File: config.mk
export PLATFORM = sky130hd
export DESIGN_NAME = bsc_ctrl
export DESIGN_NICKNAME = d
export VERILOG_FILES = /design/src/sv/bsc_pkg.sv /design/src/sv/bsc_ctrl.sv
export SDC_FILE = /design/constraint.sdc
export NUM_CORES = 1
export LEC_CHECK = 0
export BUFFER_PORTS_ARGS = -buffer_cell sky130_fd_sc_hd__clkbuf_2
export CELL_PAD_IN_SITES_DETAIL_PLACEMENT = 1
export CELL_PAD_IN_SITES_GLOBAL_PLACEMENT = 1
export CORE_MARGIN = 2
export CORE_UTILIZATION = 42
export CTS_CLUSTER_SIZE = 40
export DETAILED_ROUTE_END_ITERATION = 16
export PLACE_DENSITY_LB_ADDON = 0.25
export SLEW_MARGIN = 20
export SYNTH_ARGS = -nofsm -noshare
export SYNTH_HDL_FRONTEND = slang
export SYNTH_SLANG_ARGS = --single-unit
File: constraint.sdc
create_clock -name clk_i -period 4.8 [get_ports clk_i]
set_input_delay 0.72 -clock clk_i [delete_from_list [all_inputs] [get_ports clk_i]]
set_output_delay 0.72 -clock clk_i [all_outputs]
set_load 0.1 [all_outputs]
File: src/sv/bsc_pkg.sv
// ----------------------------------------------------------------------------
// bsc_pkg
// Shared types and codes for the banker's safety checker: item formats,
// action and status codes, controller states and the control/status bundles.
// ----------------------------------------------------------------------------
`default_nettype none

package bsc_pkg;

  // Input actions
  typedef enum logic [2:0] {
    ACT_LOAD_ALLOC = 3'd0,
    ACT_LOAD_MAX   = 3'd1,
    ACT_LOAD_AVAIL = 3'd2,
    ACT_CHECK      = 3'd3,
    ACT_REQUEST    = 3'd4
  } action_e;

  // Result status codes
  typedef enum logic [2:0] {
    RES_SEQ_ENTRY = 3'd0,
    RES_SAFE      = 3'd1,
    RES_UNSAFE    = 3'd2,
    RES_EXCEEDS   = 3'd3,
    RES_WAIT      = 3'd4
  } status_e;

  // Configuration register indexes
  localparam logic CFG_NUM_PROCESSES = 1'b0;
  localparam logic CFG_NUM_RESOURCES = 1'b1;

  localparam int unsigned CfgDataWidth = 5;

  typedef struct packed {
    logic [2:0]  action;
    logic [3:0]  process_index;
    logic [2:0]  resource_index;
    logic [15:0] amount;
    logic        final_element;
  } in_item_t;

  typedef struct packed {
    logic [2:0] status;
    logic [3:0] sequence_process;
    logic       last_result;
  } out_item_t;

  // Controller states
  typedef enum logic [4:0] {
    S_IDLE,
    S_REQ_RD,
    S_REQ_EV,
    S_REQ_WAIT,
    S_GRANT_RD,
    S_GRANT_WR,
    S_INIT,
    S_PROC,
    S_CHK_RD,
    S_CHK_EV,
    S_ADD_RD,
    S_ADD_EV,
    S_BACK_RD,
    S_BACK_WR,
    S_EMIT_SEQ,
    S_EMIT_ONE
  } state_e;

  // Commands from controller to datapath
  typedef struct packed {
    logic       ld_en;
    logic       rd_en;
    logic       work_init;
    logic       work_add;
    logic       fin_set;
    logic       avail_take;
    logic       avail_give;
    logic       alloc_add;
    logic       alloc_sub;
    logic       push;
    logic       push_seq;
    logic       push_last;
    logic [2:0] push_status;
  } ctrl_cmd_t;

  // Status from datapath to controller
  typedef struct packed {
    logic need_gt_work;
    logic req_gt_need;
    logic req_gt_avail;
    logic fin_hit;
    logic can_push;
  } dp_stat_t;

endpackage

`default_nettype wire

File: src/sv/bsc_ctrl.sv
// ----------------------------------------------------------------------------
// bsc_ctrl
// Sequencer for loads, request evaluation, grant/rollback and the safety
// test passes, plus result emission.
// ----------------------------------------------------------------------------
`default_nettype none

module bsc_ctrl #(
  parameter int unsigned MAX_PROCESSES = 16,
  parameter int unsigned MAX_RESOURCES = 8,
  parameter int unsigned PW = $clog2(MAX_PROCESSES),
  parameter int unsigned NW = $clog2(MAX_PROCESSES + 1),
  parameter int unsigned RW = (MAX_RESOURCES > 1) ? $clog2(MAX_RESOURCES) : 1,
  parameter int unsigned MW = $clog2(MAX_RESOURCES + 1)
) (
  input  wire                 clk_i,
  input  wire                 rst_ni,
  input  wire                 in_valid_i,
  output logic                in_ready_o,
  input  bsc_pkg::in_item_t   in_item_i,
  input  wire  [NW-1:0]       n_act_i,
  input  wire  [MW-1:0]       m_act_i,
  input  bsc_pkg::dp_stat_t   stat_i,
  output bsc_pkg::ctrl_cmd_t  cmd_o,
  output logic [PW-1:0]       proc_o,
  output logic [RW-1:0]       res_o,
  output logic [PW-1:0]       slot_o
);
  import bsc_pkg::*;

  state_e        state_q, state_d;
  logic [NW-1:0] i_q, i_d, cnt_q, cnt_d, k_q, k_d;
  logic [RW-1:0] j_q, j_d;
  logic [PW-1:0] p_q, p_d;
  logic [2:0]    end_q, end_d;
  logic          took_q, took_d, is_req_q, is_req_d;
  logic          j_last, accept;

  assign j_last = MW'(j_q) == (m_act_i - MW'(1));
  assign accept = in_valid_i && in_ready_o;

  always_ff @(posedge clk_i or negedge rst_ni) begin
    if (!rst_ni) begin
      state_q  <= S_IDLE;
      i_q      <= '0;
      cnt_q    <= '0;
      k_q      <= '0;
      j_q      <= '0;
      p_q      <= '0;
      end_q    <= RES_SAFE;
      took_q   <= 1'b0;
      is_req_q <= 1'b0;
    end else begin
      state_q  <= state_d;
      i_q      <= i_d;
      cnt_q    <= cnt_d;
      k_q      <= k_d;
      j_q      <= j_d;
      p_q      <= p_d;
      end_q    <= end_d;
      took_q   <= took_d;
      is_req_q <= is_req_d;
    end
  end

  always_comb begin
    state_d  = state_q;
    i_d      = i_q;
    cnt_d    = cnt_q;
    k_d      = k_q;
    j_d      = j_q;
    p_d      = p_q;
    end_d    = end_q;
    took_d   = took_q;
    is_req_d = is_req_q;
    cmd_o    = '0;
    cmd_o.ld_en = accept;
    in_ready_o  = 1'b0;
    proc_o   = i_q[PW-1:0];
    res_o    = j_q;
    slot_o   = k_q[PW-1:0];

    case (state_q)
      // Take loads; start a check or a request evaluation
      S_IDLE: begin
        in_ready_o = 1'b1;
        if (in_valid_i) begin
          j_d = '0;
          if (in_item_i.action == ACT_CHECK) begin
            is_req_d = 1'b0;
            state_d  = S_INIT;
          end else if (in_item_i.action == ACT_REQUEST && in_item_i.final_element) begin
            is_req_d = 1'b1;
            p_d      = PW'(in_item_i.process_index);
            if ((NW > 4 ? NW : 4)'(in_item_i.process_index) >=
                (NW > 4 ? NW : 4)'(n_act_i)) begin
              end_d   = RES_EXCEEDS;
              state_d = S_EMIT_ONE;
            end else begin
              state_d = S_REQ_RD;
            end
          end
        end
      end
      // Request against remaining claim, one resource at a time
      S_REQ_RD: begin
        proc_o      = p_q;
        cmd_o.rd_en = 1'b1;
        state_d     = S_REQ_EV;
      end
      S_REQ_EV: begin
        proc_o = p_q;
        if (stat_i.req_gt_need) begin
          end_d   = RES_EXCEEDS;
          state_d = S_EMIT_ONE;
        end else if (j_last) begin
          state_d = S_REQ_WAIT;
        end else begin
          j_d     = j_q + RW'(1);
          state_d = S_REQ_RD;
        end
      end
      // Request against available; grant tentatively
      S_REQ_WAIT: begin
        if (stat_i.req_gt_avail) begin
          end_d   = RES_WAIT;
          state_d = S_EMIT_ONE;
        end else begin
          cmd_o.avail_take = 1'b1;
          j_d     = '0;
          state_d = S_GRANT_RD;
        end
      end
      S_GRANT_RD: begin
        proc_o      = p_q;
        cmd_o.rd_en = 1'b1;
        state_d     = S_GRANT_WR;
      end
      S_GRANT_WR: begin
        proc_o          = p_q;
        cmd_o.alloc_add = 1'b1;
        if (j_last) begin
          state_d = S_INIT;
        end else begin
          j_d     = j_q + RW'(1);
          state_d = S_GRANT_RD;
        end
      end
      // Load work from available, clear finished flags
      S_INIT: begin
        cmd_o.work_init = 1'b1;
        i_d     = '0;
        cnt_d   = '0;
        took_d  = 1'b0;
        state_d = S_PROC;
      end
      // Pick the next unfinished process or close the pass
      S_PROC: begin
        j_d = '0;
        if (cnt_q == n_act_i) begin
          k_d     = '0;
          state_d = S_EMIT_SEQ;
        end else if (i_q == n_act_i) begin
          if (!took_q) begin
            if (is_req_q) begin
              cmd_o.avail_give = 1'b1;
              state_d = S_BACK_RD;
            end else begin
              end_d   = RES_UNSAFE;
              state_d = S_EMIT_ONE;
            end
          end else begin
            i_d    = '0;
            took_d = 1'b0;
          end
        end else if (stat_i.fin_hit) begin
          i_d = i_q + NW'(1);
        end else begin
          state_d = S_CHK_RD;
        end
      end
      S_CHK_RD: begin
        cmd_o.rd_en = 1'b1;
        state_d     = S_CHK_EV;
      end
      S_CHK_EV: begin
        if (stat_i.need_gt_work) begin
          i_d     = i_q + NW'(1);
          state_d = S_PROC;
        end else if (j_last) begin
          j_d     = '0;
          state_d = S_ADD_RD;
        end else begin
          j_d     = j_q + RW'(1);
          state_d = S_CHK_RD;
        end
      end
      // Release the process's allocation into work
      S_ADD_RD: begin
        cmd_o.rd_en = 1'b1;
        state_d     = S_ADD_EV;
      end
      S_ADD_EV: begin
        cmd_o.work_add = 1'b1;
        slot_o         = cnt_q[PW-1:0];
        if (j_last) begin
          cmd_o.fin_set = 1'b1;
          cnt_d   = cnt_q + NW'(1);
          i_d     = i_q + NW'(1);
          took_d  = 1'b1;
          state_d = S_PROC;
        end else begin
          j_d     = j_q + RW'(1);
          state_d = S_ADD_RD;
        end
      end
      // Undo an unsafe grant
      S_BACK_RD: begin
        proc_o      = p_q;
        cmd_o.rd_en = 1'b1;
        state_d     = S_BACK_WR;
      end
      S_BACK_WR: begin
        proc_o          = p_q;
        cmd_o.alloc_sub = 1'b1;
        if (j_last) begin
          end_d   = RES_UNSAFE;
          state_d = S_EMIT_ONE;
        end else begin
          j_d     = j_q + RW'(1);
          state_d = S_BACK_RD;
        end
      end
      // Emit the safe sequence, one beat per process
      S_EMIT_SEQ: begin
        if (stat_i.can_push) begin
          cmd_o.push        = 1'b1;
          cmd_o.push_seq    = 1'b1;
          cmd_o.push_status = RES_SEQ_ENTRY;
          if (k_q == n_act_i - NW'(1)) begin
            end_d   = RES_SAFE;
            state_d = S_EMIT_ONE;
          end else begin
            k_d = k_q + NW'(1);
          end
        end
      end
      // Emit the closing status
      S_EMIT_ONE: begin
        if (stat_i.can_push) begin
          cmd_o.push        = 1'b1;
          cmd_o.push_last   = 1'b1;
          cmd_o.push_status = end_q;
          state_d           = S_IDLE;
        end
      end
      default: begin
        state_d = S_IDLE;
      end
    endcase
  end

endmodule

`default_nettype wire

==> metrics.md <==
| Metric | Value |
|---|---|
| H-tree levels | 2 |
| FF-to-FF path depth | 8 |
| Cell area after synthesis | around 2700 µm² |
| Synth cell types | 60 |
| LEAKAGE | between 1 and 1.5 nW |
| Hold path startpoint | p_q[0] |
| Row count | 29 |
| Placed insts | about 450 |
| First-pass GRT wire length | approximately 14,000 µm |
| Reg2Reg Setup Slack | 1.97 ns |
| Final WL | between 8000 and 9000 µm |
| Tightest Pin Transition | ~0.8 ns |
| Total CTS buffers | 5 |
| Slew margin rel. | ~45% |
| Io pins | 71 |
| TritonCTS clock tree | done |
| Critical path cell sequence | clkbuf_2 > inv_1 > ha_1 > xor2_1 > or4b_4 > a211oi_4 > and2_2 > clkbuf_2 |
| Post-CTS Hold Buffers | 0 |
| Mapped Nets | ~390 |
| Min Tclk post-route | between 3 and 4 ns |
| First drt pass iteration count | 4 |
| Critical path's slowest cell | or4b_4 |
| Yosys Warn Count | 0 |
| Final worst path period share | around 74% |
| Worst-Skew Late Latency | roughly 0.28 ns |
| Critical path's largest stage delay | around 0.50 ns |
| Syn-to-layout area delta | 12.98% |
| Max VDD drop | ~0.46 mV |
| Fin. Hold Viols | 0 |
| Max clock buf depth | 2 |
| # setup viols final | 0 |
| GPL Wtd Cong | roughly 0.85 |
| Worst setup EP type | output pin |
| Run status | finished clean |
| I/O Buffers | roughly 50 |
| Fmax | ~0.28 GHz |
| Top cell by count, worst path | clkbuf_2 |
| Ys flop type | dfrtp_1 |
| Routed WL per cell | ~18 µm |
| Layout Skew | between 0.008 and 0.009 ns |
| WP data arrival | roughly 2.9 ns |
| Starting density of the core | 43.15% |
| CP bufs+invs | 3 |
| Fin cells | 461 |
| Max Cap Viol | 0 |
| Clock-pin slew on the worst setup and hold paths | 0.07 ns |
| Worst EP required | roughly 4.1 ns |
| Dpl hpwl | ~6300 µm |
| Iter 0 DRT Violations | ~140 |
| Clock Tree Root | clkbuf_8 |
| Worst Hold End | p_q[0] |
| Initial antenna violation count | 0 |
| Setup TNS | 0 ns |
| Hold path cells | 2 |
| Unrepaired setup endpoints after global routing | no |
| Die width | 84.31 µm |
| Async SR Flop Fraction | between 90% and 100% |
| All-Layer GR Usage | between 20% and 30% |
| Nets | roughly 440 |
| R2R Path End | i_q[4] |
| Slew Limit Fails | 0 |
| Core area | about 6300 µm² |
| Worst hold slack | slightly below 0.5 ns |
| Routed vias/inst | just under 6 |
| Drt drc | 0 |
| Post-synthesis sequential area ratio | between 20% and 30% |
| Yosys reg bits | 31 |
| Die height | 84.31 µm |
| GRT Residual Overflow | 0 |
| Worst Hold Class | flop to flop |
| Delay-heaviest family, CP | simple AND/OR/NAND/NOR gates |
| Total setup buffers inserted after CTS | 0 |
| FF-to-FF Start | res_o[2] |
| CP Class | primary input to output pin |
| Antenna diode instance count | 0 |
| Die area | 7108 µm² |
| Ratio of cells with drive above 1 in the final layout | about 23% |
| Resize count post-CTS | 0 |
| Crit path max fanout | 6 |
| Post-Syn Area per Cell | between 7 and 8 µm² |
| Vias in the first global route | approximately 2,800 |
| Clk sinks | 31 |
| Pwr dens | between 600 and 700 nW/µm² |
| Largest net degree at the start of global routing | 32 |
| Antenna Violating Nets Remaining | 0 |
| Worst setup SP type | primary input |
| Post-synth EDFFs | 0 |
| Via count | 2,678 |
| Cells after synthesis | 340 |
==> power breakdown <==
group	total [mW]	internal, mW	switching (mW)
clock	0.230	0.131	0.0988
combinational	1.26	0.369	0.895
sequential	0.483	0.338	0.144
==> routing by layer <==
layer	share of wire, %	global-route usage, %	vias to the layer above
li1	-	-	1288
met1	43	29.39	1309
met2	51	41.20	62
met3	3.8	3.147	19
met4	2.6	8.798	0
met5	0	0	-
==> worst register-to-register path, cell delays in order (launching register included) <==
cell	delay [ns]
dfrtp_1	0.41
xor2_1	0.17
or4b_4	0.50
a211oi_4	0.34
buf_4	0.23
a2111oi_2	0.11
a211o_4	0.40
or4_1	0.48
o211ai_1	0.09
==> stage by stage <==
step | utilization [%] | setup WS, ns | area (µm²) | total power [mW]
final | 48.75 | 1.228 | 3060 | 1.977
after global routing | 48.75 | 1.137 | 3060 | 2.106
after CTS | 48.75 | 1.220 | 3060 | 1.980
after detailed placement | 47.16 | 1.231 | 2960 | 1.744
after global placement | 47.16 | 1.257 | 2960 | 1.707
after floorplan | - | 0.2787 | 2709 | 1.500
==> cell usage in the layout (no fill, tap or decap), types with 2 or more instances in the layout <==
cell type and count:
clkbuf_8 7, nand3_1 12, a31oi_1 3, a21o_2 2, nand3b_1 3, nand4_1 4
nand2_1 48, nor2_1 32, a21oi_1 15, inv_1 16, a32o_1 2, mux2_2 12
o221ai_1 2, a2111oi_2 2, clkbuf_2 51, a21o_1 2, dfrtp_1 30, mux2i_1 2
nand2b_1 7, ha_1 10, a211oi_1 2, xor2_1 13, nor3_1 13, o21ai_0 35
xnor2_1 9, or2_2 3, nor2b_1 2, o211ai_1 4, buf_4 4, and2_1 2
or4_1 2, and4_1 3, and3_1 4
==> cell families (layout without fill, tap and decap cells) <==
logic type	after synthesis	count (layout)	synth area share [%]
AO/OA/AOI/OAI	84	84	20.83
XOR/XNOR	22	22	7.113
adder cells (fa/ha/maj)	10	10	4.619
buffers and inverters	36	80	7.159
flip-flops	31	31	28.68
multiplexers	14	14	5.728
AND/OR/NAND/NOR	143	143	25.87
==> how the worst max path moves through the flow <==
stage                     startpoint        end  slack, ns  cells after the start
after global routing      m_act_i[0]  cmd_o[10]       1.14                      8
after detailed placement  m_act_i[0]  cmd_o[10]       1.23                      8
after global placement    m_act_i[0]  cmd_o[10]       1.26                      8
after CTS                 m_act_i[0]  cmd_o[10]       1.22                      8
after floorplan           n_act_i[2]   cmd_o[8]       0.28                      6
final                     m_act_i[0]  cmd_o[10]       1.23                      8
==> cell type report <==
cell class,count,area [µm²]
fillers,795,3217
multi-input cells,273,1738
flip-flops and latches,31,777.0
repair buffers,55,285.3
clock buffers,8,100.1
well taps,77,96.34
inverters,17,63.81
==> cells in the mapped netlist (all sizes together), types with 4 or more instances <==
cell type	count	share of area [%]
ha	10	4.6
nand2b	7	1.6
nand4	4	0.92
a21oi	15	2.8
o211ai	4	1.1
dfrtp	30	28
xor2	13	4.2
inv	16	2.2
a21o	4	1.2
clkbuf	16	4.1
xnor2	9	2.9
nor3	13	2.4
mux2	12	5.0
nand2	48	6.7
nand3	13	2.6
o21ai	36	6.7
and3	4	0.92
nor2	32	4.4
==> sequential cells by signal, summed over array words and instances (netlist names) <==
signal    count
cnt_q         5
end_q         3
i_q           5
is_req_q      1
k_q           5
p_q           4
res_o         3
state_q       4
took_q        1
(Power assumes the default switching activity.)
